===== config.mk =====
export PLATFORM = sky130hd
export DESIGN_NAME = csv_date_field_reorder
export DESIGN_NICKNAME = d
export VERILOG_FILES = /design/src/rtl/core/cdfr_pkg.sv /design/src/rtl/core/cdfr_cell.sv /design/src/rtl/core/csv_date_field_reorder.sv
export SDC_FILE = /design/constraint.sdc
export NUM_CORES = 1
export LEC_CHECK = 0
export BUFFER_PORTS_ARGS = -buffer_cell sky130_fd_sc_hd__clkbuf_2
export CAP_MARGIN = 20
export CORE_MARGIN = 2
export CORE_UTILIZATION = 25
export CTS_CLUSTER_SIZE = 8
export DETAILED_ROUTE_END_ITERATION = 16
export MAX_ROUTING_LAYER = met4
export PLACE_DENSITY = 0.44
export SYNTH_ARGS = -nofsm -noshare
export SYNTH_HDL_FRONTEND = slang
export SYNTH_HIERARCHICAL = 1
export SYNTH_SLANG_ARGS = --single-unit

===== constraint.sdc =====
create_clock -name clk -period 6.45 [get_ports clk]
set_input_delay 0.9675 -clock clk [delete_from_list [all_inputs] [get_ports clk]]
set_output_delay 0.9675 -clock clk [all_outputs]
set_load 0.01 [all_outputs]

===== src/rtl/core/cdfr_pkg.sv =====
// shared types, constants and window rewrite tables for the csv date reorder block
package cdfr_pkg;

  localparam logic [7:0] SEMI = 8'h3B;

  localparam logic [2:0] REG_NO_DASH    = 3'd0;
  localparam logic [2:0] REG_TIMESTAMP  = 3'd1;
  localparam logic [2:0] REG_SEP_PER_ROW = 3'd2;
  localparam logic [2:0] REG_COL_FIRST  = 3'd3;
  localparam logic [2:0] REG_COL_SECOND = 3'd4;

  typedef logic [1:0] kind_t;

  localparam kind_t KIND_DASH    = 2'd0;
  localparam kind_t KIND_NODASH  = 2'd1;
  localparam kind_t KIND_TS_DASH = 2'd2;
  localparam kind_t KIND_TS_NODASH = 2'd3;

  localparam int MAP_LEN = 26;

  // entry with bit 8 set is a literal byte, otherwise a window index
  localparam logic [8:0] WIN_MAP [4][MAP_LEN] = '{
    '{9'd6, 9'd7, 9'd8, 9'd9, 9'h12D, 9'd3, 9'd4, 9'h12D, 9'd0, 9'd1,
      9'd0, 9'd0, 9'd0, 9'd0, 9'd0, 9'd0, 9'd0, 9'd0, 9'd0, 9'd0,
      9'd0, 9'd0, 9'd0, 9'd0, 9'd0, 9'd0},
    '{9'd4, 9'd5, 9'd6, 9'd7, 9'd2, 9'd3, 9'd0, 9'd1, 9'd0, 9'd0,
      9'd0, 9'd0, 9'd0, 9'd0, 9'd0, 9'd0, 9'd0, 9'd0, 9'd0, 9'd0,
      9'd0, 9'd0, 9'd0, 9'd0, 9'd0, 9'd0},
    '{9'd6, 9'd7, 9'd8, 9'd9, 9'h12D, 9'd3, 9'd4, 9'h12D, 9'd0, 9'd1,
      9'h120, 9'd11, 9'd12, 9'h13A, 9'd14, 9'd15, 9'h13A, 9'h130, 9'h130, 9'h12E,
      9'h130, 9'h130, 9'h130, 9'h130, 9'h130, 9'h130},
    '{9'd4, 9'd5, 9'd6, 9'd7, 9'd2, 9'd3, 9'd0, 9'd1, 9'd8, 9'd9,
      9'd10, 9'd11, 9'd0, 9'd0, 9'd0, 9'd0, 9'd0, 9'd0, 9'd0, 9'd0,
      9'd0, 9'd0, 9'd0, 9'd0, 9'd0, 9'd0}
  };

  typedef struct packed {
    logic  load;
    logic  raw;
    logic  shift;
    kind_t kind;
  } cell_ctrl_t;

  function automatic logic [4:0] win_len(input kind_t k);
    logic [4:0] len;
    case (k)
      KIND_DASH:      len = 5'd10;
      KIND_NODASH:    len = 5'd8;
      KIND_TS_DASH:   len = 5'd26;
      KIND_TS_NODASH: len = 5'd12;
      default:        len = 5'd10;
    endcase
    return len;
  endfunction

  function automatic logic [8:0] map_entry(input kind_t k, input int unsigned idx);
    logic [8:0] ent;
    ent = 9'd0;
    if (idx < MAP_LEN) begin
      ent = WIN_MAP[k][idx];
    end
    return ent;
  endfunction

endpackage


===== src/rtl/core/cdfr_cell.sv =====
// one window cell: a stored window byte and an output shift byte
module cdfr_cell #(
  parameter int IDX   = 0,
  parameter int DEPTH = 26
) (
  input  logic                clk,
  input  cdfr_pkg::cell_ctrl_t ctrl,
  input  logic                wr_en,
  input  logic [7:0]          wr_data,
  input  logic [7:0]          src [DEPTH],
  input  logic [7:0]          shift_in,
  output logic [7:0]          win_q,
  output logic [7:0]          emit_q
);
  import cdfr_pkg::*;

  localparam int IW = $clog2(DEPTH);

  logic [8:0] ent;
  logic [7:0] load_val;

  always_comb begin
    ent = map_entry(ctrl.kind, IDX);
    if (ctrl.raw) begin
      load_val = src[IDX];
    end else if (ent[8]) begin
      load_val = ent[7:0];
    end else if (int'(ent[7:0]) < DEPTH) begin
      load_val = src[ent[IW-1:0]];
    end else begin
      load_val = 8'h00;
    end
  end

  always_ff @(posedge clk) begin
    if (wr_en) begin
      win_q <= wr_data;
    end
    if (ctrl.load) begin
      emit_q <= load_val;
    end else if (ctrl.shift) begin
      emit_q <= shift_in;
    end
  end

endmodule


===== src/rtl/core/csv_date_field_reorder.sv =====
// top level: csv body byte stream with date field reordering
//
//  channel | handshake              | payload
//  s       | s_tvalid / s_tready    | s_tdata = data_byte, s_tlast = end_of_data
//  m       | m_tvalid / m_tready    | m_tdata = out_byte,  m_tlast = run_last
//  cfg     | cfg_we                 | cfg_index, cfg_data
//
// ordinary bytes and window bytes that produce no result do not hold off the input
// a completed or flushed window leaves the cell row one byte per cycle while the output
// is free, and the input is held off for that burst
// one output register; input is taken when it is empty or being drained and no burst runs
// rst is synchronous and clears control state and the config registers to their defaults
module csv_date_field_reorder #(
  parameter int MAX_WINDOW = 26
) (
  input  logic       clk,
  input  logic       rst,
  input  logic       s_tvalid,
  output logic       s_tready,
  input  logic [7:0] s_tdata,   // [7:0] data_byte
  input  logic       s_tlast,
  output logic       m_tvalid,
  input  logic       m_tready,
  output logic [7:0] m_tdata,   // [7:0] out_byte
  output logic       m_tlast,
  input  logic       cfg_we,
  input  logic [2:0] cfg_index,
  input  logic [7:0] cfg_data
);
  import cdfr_pkg::*;

  localparam int FW = $clog2(MAX_WINDOW + 1);

  logic       no_dash;
  logic       timestamp_mode;
  logic [7:0] sep_per_row;
  logic [7:0] col_first;
  logic [7:0] col_second;

  logic [7:0]    sep_count;
  logic [FW-1:0] fill;
  logic          awaiting;
  logic          collecting;
  kind_t         kind_r;
  logic          burst;
  logic          burst_eod;
  logic [FW-1:0] remaining;

  logic [7:0] win  [MAX_WINDOW];
  logic [7:0] emit [MAX_WINDOW];
  logic [7:0] src  [MAX_WINDOW];
  logic [MAX_WINDOW-1:0] win_we;

  logic          accept;
  logic          out_free;
  kind_t         kind_cur;
  kind_t         take_kind;
  logic          open_ok;
  logic          opening;
  logic          take;
  logic [FW-1:0] take_fill;
  logic [FW:0]   fill_inc;
  logic          full;
  logic          emit_go;
  logic [7:0]    pass_cnt;
  logic          hit;
  cell_ctrl_t    ctrl;

  function automatic logic [7:0] count_upd(input logic [7:0] cnt, input logic [7:0] b,
                                           input logic [7:0] spr);
    logic [7:0] r;
    r = cnt;
    if (b == SEMI) begin
      r = cnt + 8'd1;
    end else if (cnt == spr) begin
      r = 8'd0;
    end
    return r;
  endfunction

  assign out_free = !m_tvalid || m_tready;
  assign s_tready = !burst && out_free;
  assign accept   = s_tvalid && s_tready;
  assign emit_go  = burst && out_free;

  always_comb begin
    kind_cur  = {timestamp_mode, no_dash};
    open_ok   = int'(win_len(kind_cur)) <= MAX_WINDOW;
    opening   = !collecting && awaiting && (s_tdata != SEMI) && open_ok;
    take      = collecting || opening;
    take_kind = collecting ? kind_r : kind_cur;
    take_fill = collecting ? fill : '0;
    fill_inc  = {1'b0, take_fill} + 1'b1;
    full      = int'(fill_inc) >= int'(win_len(take_kind));
    pass_cnt  = count_upd(sep_count, s_tdata, sep_per_row);
    hit       = (s_tdata == SEMI) &&
                (((col_first != 8'd0) && (pass_cnt == col_first)) ||
                 ((col_second != 8'd0) && (pass_cnt == col_second)));
    ctrl.load  = accept && take && (full || s_tlast);
    ctrl.raw   = !full;
    ctrl.shift = emit_go;
    ctrl.kind  = take_kind;
  end

  for (genvar i = 0; i < MAX_WINDOW; i++) begin : g_cell
    logic [7:0] shift_in;

    assign win_we[i] = accept && take && (take_fill == FW'(i));
    assign src[i]    = (take_fill == FW'(i)) ? s_tdata : win[i];

    if (i == MAX_WINDOW - 1) begin : g_end
      assign shift_in = 8'h00;
    end else begin : g_mid
      assign shift_in = emit[i+1];
    end

    cdfr_cell #(
      .IDX  (i),
      .DEPTH(MAX_WINDOW)
    ) u_cell (
      .clk     (clk),
      .ctrl    (ctrl),
      .wr_en   (win_we[i]),
      .wr_data (s_tdata),
      .src     (src),
      .shift_in(shift_in),
      .win_q   (win[i]),
      .emit_q  (emit[i])
    );
  end

  always_ff @(posedge clk) begin
    if (rst) begin
      no_dash        <= 1'b0;
      timestamp_mode <= 1'b0;
      sep_per_row    <= 8'd0;
      col_first      <= 8'd4;
      col_second     <= 8'd5;
      sep_count      <= 8'd0;
      fill           <= '0;
      awaiting       <= 1'b0;
      collecting     <= 1'b0;
      kind_r         <= KIND_DASH;
      burst          <= 1'b0;
      burst_eod      <= 1'b0;
      remaining      <= '0;
      m_tvalid       <= 1'b0;
    end else begin
      if (cfg_we) begin
        case (cfg_index)
          REG_NO_DASH:     no_dash        <= cfg_data[0];
          REG_TIMESTAMP:   timestamp_mode <= cfg_data[0];
          REG_SEP_PER_ROW: sep_per_row    <= cfg_data;
          REG_COL_FIRST:   col_first      <= cfg_data;
          REG_COL_SECOND:  col_second     <= cfg_data;
          default: ;
        endcase
      end

      if (emit_go) begin
        m_tvalid  <= 1'b1;
        m_tdata   <= emit[0];
        m_tlast   <= (remaining == FW'(1));
        remaining <= remaining - 1'b1;
        if (remaining == FW'(1)) begin
          burst <= 1'b0;
        end
        if (!burst_eod) begin
          sep_count <= count_upd(sep_count, emit[0], sep_per_row);
        end
      end else if (accept && !take) begin
        m_tvalid <= 1'b1;
        m_tdata  <= s_tdata;
        m_tlast  <= 1'b1;
      end else if (m_tvalid && m_tready) begin
        m_tvalid <= 1'b0;
      end

      if (accept) begin
        awaiting <= !take && !s_tlast && hit;
        if (take) begin
          if (opening) begin
            kind_r <= kind_cur;
          end
          if (full || s_tlast) begin
            burst      <= 1'b1;
            burst_eod  <= s_tlast;
            remaining  <= full ? FW'(win_len(take_kind)) : fill_inc[FW-1:0];
            collecting <= 1'b0;
            fill       <= '0;
          end else begin
            collecting <= 1'b1;
            fill       <= fill_inc[FW-1:0];
          end
        end
        if (s_tlast) begin
          sep_count <= 8'd0;
        end else if (!take) begin
          sep_count <= pass_cnt;
        end
      end
    end
  end

endmodule

# ---- Word level (Yosys, flattened, before mapping)
# Index checks and enable logic that the tools add are counted.
dict set report totals {
  register_bits 476
  wordCells 532
}
dict set report op_classes {
  addsub 3
  order_cmp 55
  eq_ne 42
  muxes 268
  n_bitwise 28
  n_reduce_logical 68
}
# op count
set op_table {}
lappend op_table {{$mux 8} 218}
lappend op_table {{$bmux 8 s5} 26}
lappend op_table {{$bmux 234 s2} 1}
lappend op_table {{$mux 234} 2}
lappend op_table {{$lt 8x5->1 const B} 26}
lappend op_table {{$ge 6x6->1 const B} 26}
lappend op_table {{$not 5->6} 26}
lappend op_table {{$eq 5x5->1 const B} 10}
lappend op_table {{$logic_and 1x1->1} 41}
lappend op_table {{$eq 5x4->1 const B} 8}
lappend op_table {{$pmux 5 s4} 2}
lappend op_table {{$mux 5} 7}
lappend op_table {{$eq 8x8->1} 3}
lappend op_table {{$eq 5x3->1 const B} 4}
lappend op_table {{$eq 8x6->1 const B} 2}
lappend op_table {{$reduce_bool 8->1} 2}
lappend op_table {{$reduce_and 2->1} 7}
lappend op_table {{$mux 1} 11}
lappend op_table {{$eq 5x1->1 const B} 2}
lappend op_table {{$eq 5x2->1 const B} 2}
lappend op_table {{$add 8x1->8 const B} 1}
lappend op_table {{$eq 2x2->1 const B} 4}
lappend op_table {{$ne 8x6->1 const B} 1}
lappend op_table {{$add 5x1->6 const B} 1}
lappend op_table {{19 further kinds} 31}

# ---- Logic depth before layout (Yosys ltp)
dict set report depth {
  ltp_word 13
  mapped_depth 16
  mapped_depth_nobuf 14
}

# ---- Hierarchy
# The synthesis kept the hierarchy.
# mod instances cells_each area_per_inst_um2
set by_module_without_submodules {}
lappend by_module_without_submodules {csv_date_field_reorder 1 784 6459.9}
lappend by_module_without_submodules {{cdfr_cell (g_cell[17].u_cell ...)} 8 42 676.9}
lappend by_module_without_submodules {{cdfr_cell (g_cell[0].u_cell ...)} 5 54 812.0}
lappend by_module_without_submodules {{cdfr_cell (g_cell[12].u_cell ...)} 3 55 716.9}
lappend by_module_without_submodules {{cdfr_cell (g_cell[4].u_cell ...)} 2 51 700.7}
lappend by_module_without_submodules {{cdfr_cell (g_cell[13].u_cell ...)} 2 44 664.4}
lappend by_module_without_submodules {{cdfr_cell (g_cell[9].u_cell)} 1 72 850.8}
lappend by_module_without_submodules {{cdfr_cell (g_cell[11].u_cell)} 1 53 701.9}
lappend by_module_without_submodules {{cdfr_cell (g_cell[10].u_cell)} 1 40 679.4}
lappend by_module_without_submodules {{cdfr_cell (g_cell[19].u_cell)} 1 43 674.4}
lappend by_module_without_submodules {{cdfr_cell (g_cell[8].u_cell)} 1 53 670.6}
lappend by_module_without_submodules {{cdfr_cell (g_cell[5].u_cell)} 1 44 666.9}

# ---- Worst setup path after synthesis
# No wires, ideal clock.
dict set report synth_path {
  path_kind {register to register}
  from {reg collecting}
  to {reg g_cell[0].u_cell.emit_q[0] (data pin)}
  setup_time_ns 0.263
  arrival_ns 5.643
  required_ns 6.187
  setup_slack_ns 0.544
  path_stages_with_launch 14
  n_path_buf 4
  period_less_slack_ns 5.906
  path_cell_list {dfxtp_1 > clkbuf_1 > mux2i_1 > inv_1 > nand2_1 > ha_1 > a21o_1 > a311o_1 > clkbuf_1 > inv_1 > buf_6 > nand2b_4 > buf_6 > o211ai_2}
}
# item line
set synth_lines {}
lappend synth_lines {{from (decl)} csv_date_field_reorder.sv:43} ;# logic collecting;
lappend synth_lines {{from (signal assigned)} csv_date_field_reorder.sv:142} ;# collecting <= 1'b0;
lappend synth_lines {{from (signal assigned)} csv_date_field_reorder.sv:189} ;# collecting <= 1'b0;
lappend synth_lines {{from (signal assigned)} csv_date_field_reorder.sv:192} ;# collecting <= 1'b1;
lappend synth_lines {{to (signal assigned)} cdfr_cell.sv:40} ;# emit_q <= load_val;
lappend synth_lines {{to (signal assigned)} cdfr_cell.sv:42} ;# emit_q <= shift_in;
lappend synth_lines {{to (decl)} cdfr_cell.sv:13} ;# output logic [7:0] emit_q

==> impl_table.tex <==
\begin{tabular}{lr}
\hline
Metric & Value \\
\hline
\multicolumn{2}{l}{\textbf{Synthesis}} \\
Number of enable flip-flop cells after synthesis & $\sim$430 \\
Commonest register cell after synthesis & edfxtp\_1 \\
Synth async-reset ratio & 0\% \\
Number of synthesis warnings & 6 \\
Post-synthesis sequential area ratio & about 55\% \\
Cell area after synthesis & $\sim$25,000 um2 \\
Flip-flop and latch count after synthesis & approximately 480 \\
Leading post-synthesis cells by cell area & edfxtp\_1 51\%, mux2\_2 9.4\%, dfxtp\_1 4.1\%, nand2\_1 2.6\%, mux2i\_1 2.2\% \\
List of most frequent post-synthesis cells & 425 x edfxtp\_1, 209 x mux2\_2, 174 x nand2\_1, 131 x nor2\_1, 95 x a21oi\_1 \\
Number of library cell types mapped by synthesis & 82 \\
Cell taking the most area after synthesis & edfxtp\_1 \\
Avg Synthesized Cell Area & around 12 um2 \\
Cell count after synthesis & around 2,100 \\
Yosys top cell area share & approximately 50\% \\
Most frequent cell after synthesis & edfxtp\_1 \\
\multicolumn{2}{l}{\textbf{Timing}} \\
Final number of max-transition violations & 0 \\
Count of final setup violators & 0 \\
Normalized max-slew margin & between 20\% and 30\% \\
Worst Tran Pin Value & $\sim$1.1 ns \\
Period minus WS final & slightly above 5 ns \\
Unrepaired setup endpoints after global routing & no \\
Ratio of final minimum period to clock period & between 80 and 90\% \\
Hold violation total from the final report & 0 \\
Post-Route Skew & around 0.02 ns \\
Setup total negative slack & 0 ns \\
Max Freq & slightly below 0.2 GHz \\
\multicolumn{2}{l}{\textbf{Pwr}} \\
Power per Cell Area & between 200 and 250 nW/um2 \\
Switching power of the nets & about 1500 uW \\
Part of the power in registers & approximately half \\
Total power & 6920 uW \\
Internal power of the cells & 5410 uW \\
Proportion of total power due to net switching & between 20\% and 30\% \\
Clk network pwr share & 47.9\% \\
Static Leak & around 0.0094 uW \\
Portion of total power attributed to combinational logic & around 3.5\% \\
Maximum ir drop on the vdd rail & $\sim$0.16 mV \\
\multicolumn{2}{l}{\textbf{Clock tree}} \\
Resize count post-CTS & 0 \\
Clock H-tree levels & 3 \\
Number of setup buffers added after CTS & 0 \\
Max Root-Sink Buffers & 3 \\
Root buffer cell & clkbuf\_16 \\
Clk pin slew, worst setup/hold paths & around 0.050 ns \\
Hold buffer count at CTS & 0 \\
CTS sink cnt & between 400 and 500 \\
Insertion delay to the later sink of the worst-skew pair & just over 0.6 ns \\
Number of buffers added by the clock tree synthesis step & 69 \\
CTS tree & built \\
\multicolumn{2}{l}{\textbf{Setup path}} \\
Kind of launch point of the worst setup path & flop \\
Critical path arrival & 5.53 ns \\
Class of the most critical setup path & flop to flop \\
Maximum fanout along the worst path & about 170 \\
Kind of end point of the critical path & flop \\
Required @ worst endpoint & between 6 and 7 ns \\
\multicolumn{2}{l}{\textbf{GRT}} \\
Wire length of the first global-routing pass & $\sim$110 mm \\
Maximum number of pins on one net before global-route repair & 167 \\
Final global-route overflow total & 0 \\
Antenna violations before repair & 2 \\
Number of global-route vias before repair & $\sim$17,000 \\
Total track usage & around 15\% \\
\multicolumn{2}{l}{\textbf{Floorplan}} \\
Horizontal extent of the die & 321 um \\
Number of rows in the core area & 116 \\
I/O pin count & 36 \\
Core Region & roughly 100,000 um2 \\
Vert. Die Dim & 321 um \\
Total die area & $\sim$100,000 um2 \\
Starting Density & 25.1\% \\
\multicolumn{2}{l}{\textbf{Detailed routing}} \\
Vias post-DR & between 15,000 and 20,000 \\
Top sig layer & met4 \\
Drc violations & 0 \\
Detailed Route WL & roughly 76 mm \\
Violation count after the first detailed-routing iteration & 1,655 \\
Via density & approximately 5.0 \\
First-pass DRT Iterations & 5 \\
Metal3 WL & 3.97 mm \\
Number of antenna-violating nets in the routed design & 0 \\
Detailed-route wire length on metal 1 & approximately 37 mm \\
Routed wl met2 & 33.5 mm \\
Final routed wire length divided by cell count & 22.5 um \\
\multicolumn{2}{l}{\textbf{Placed design}} \\
Hpwl dp & 48.8 mm \\
Weighted congestion at the end of routability-driven global placement & $\sim$0.85 \\
IO buf count & 35 \\
Placement Cell Area & around 26,000 um2 \\
\multicolumn{2}{l}{\textbf{Finish}} \\
Share of final-layout standard cells stronger than drive strength 1 & about 25\% \\
Filler cell count & roughly 10,000 \\
Final-stage net count & approximately 2,100 \\
Core utilization of the finished layout & around 28\% \\
Layout Cell Area excl Fill & around 28,000 um2 \\
Antenna Cells & 0 \\
Layout-stage area growth over the synthesis result & 13.0\% \\
\multicolumn{2}{l}{\textbf{Flow run}} \\
Number of maximum-capacitance violations & 0 \\
\multicolumn{2}{l}{\textbf{Run status}} \\
Status & complete, no violations \\
\multicolumn{2}{l}{\textbf{Min path}} \\
Type of the most critical hold path & flop to flop \\
\hline
\end{tabular}
==> power by group through the flow <==
| stage | clock (uW) | sequential [uW] | combinational (uW) |
|---|---|---|---|
| floorplan | 0 | 3410 | 127 |
| global placement | 0 | 3420 | 241 |
| detailed placement | 0 | 3420 | 243 |
| CTS | 3420 | 3360 | 244 |
| global route | 3540 | 3360 | 261 |
| finish | 3320 | 3360 | 242 |
==> cell families (layout without fill, tap and decap cells) <==
kind of cell             Yosys count  after routing  share of synthesized area, %
AO/OA/AOI/OAI                    418            418                          12.5
XOR/XNOR                          21             21                         0.849
buffers and inverters            179            219                          4.03
flip-flops                       476            476                          55.0
multiplexers                     265            265                          11.6
other                              1              8                        0.0150
AND/OR/NAND/NOR                  679            679                          15.4
adder cells (fa/ha/maj)           11             11                         0.549
==> final cells by class <==
cell class	instances	area (um2)	share of cell area (%)
Sequential cell	476	13800	48.7
Multi-Input combinational cell	1402	10300	36.4
Clock buffer	89	1880	6.62
Tap cell	1298	1620	5.74
Timing Repair Buffer	68	460	1.63
Inverter	58	233	0.822
Clock inverter	4	42.5	0.150
==> worst paths after layout <==
| kind | cells after the start | slack (ns) | startpoint | endpoint |
|---|---|---|---|---|
| worst min register to register | 2 | 0.47 | sep_per_row[1]$_SDFFE_PP0P_ | sep_per_row[1]$_SDFFE_PP0P_ |
| worst min-delay path | 2 | 0.47 | sep_per_row[1]$_SDFFE_PP0P_ | sep_per_row[1]$_SDFFE_PP0P_ |
| worst max register to register | 12 | 1.26 | collecting$_SDFFE_PP0P_ | g_cell[19].u_cell/emit_q[4]$_DFFE_PP_ |
| worst max-delay path | 12 | 1.26 | collecting$_SDFFE_PP0P_ | g_cell[19].u_cell/emit_q[4]$_DFFE_PP_ |
==> registers in the layout (all words and copies together) (netlist names), 2 cells and up <==
name,flops
m_tdata,8
col_first,8
col_second,8
kind_r,2
fill,5
sep_per_row,8
g_cell.u_cell/win_q,208
g_cell.u_cell/emit_q,208
sep_count,8
remaining,5
==> worst max-delay path, cell delays in order, from the launching register on <==
cell	delay, ns
dfxtp_1	0.60
nand2_1	0.23
inv_1	0.17
ha_1	0.55
xnor2_1	0.26
ha_1	0.33
a21o_1	0.16
a311o_1	0.50
o21ai_2	0.57
inv_8	0.35
buf_12	0.39
nor3b_4	0.20
a221o_2	0.40
==> per-layer routing <==
| metal | global-route usage, % | vias to the layer above |
|---|---|---|
| li1 | - | 7756 |
| met1 | 21.6 | 8516 |
| met2 | 22.1 | 550 |
| met3 | 2.33 | 106 |
| met4 | 3.82 | 0 |
| met5 | - | - |
==> per-stage QoR <==
step	hold WS [ns]	setup WS, ns	instances
finish	0.475	1.26	3395
global route	0.493	0.999	3395
CTS	0.477	1.39	3395
detailed placement	0.470	1.39	3302
global placement	0.463	1.42	3302
floorplan	0.448	0.544	2057
==> cell usage in the layout (no fill, tap or decap), types with 56 or more instances in the layout <==
master,n
mux2_2,209
nand3_1,64
nand2b_1,60
nor2_1,131
nand2_1,174
mux2i_1,56
a21oi_1,95
edfxtp_1,425
clkbuf_16,72
nor2b_1,57
No activity file was read; power rests on OpenSTA's default activity.
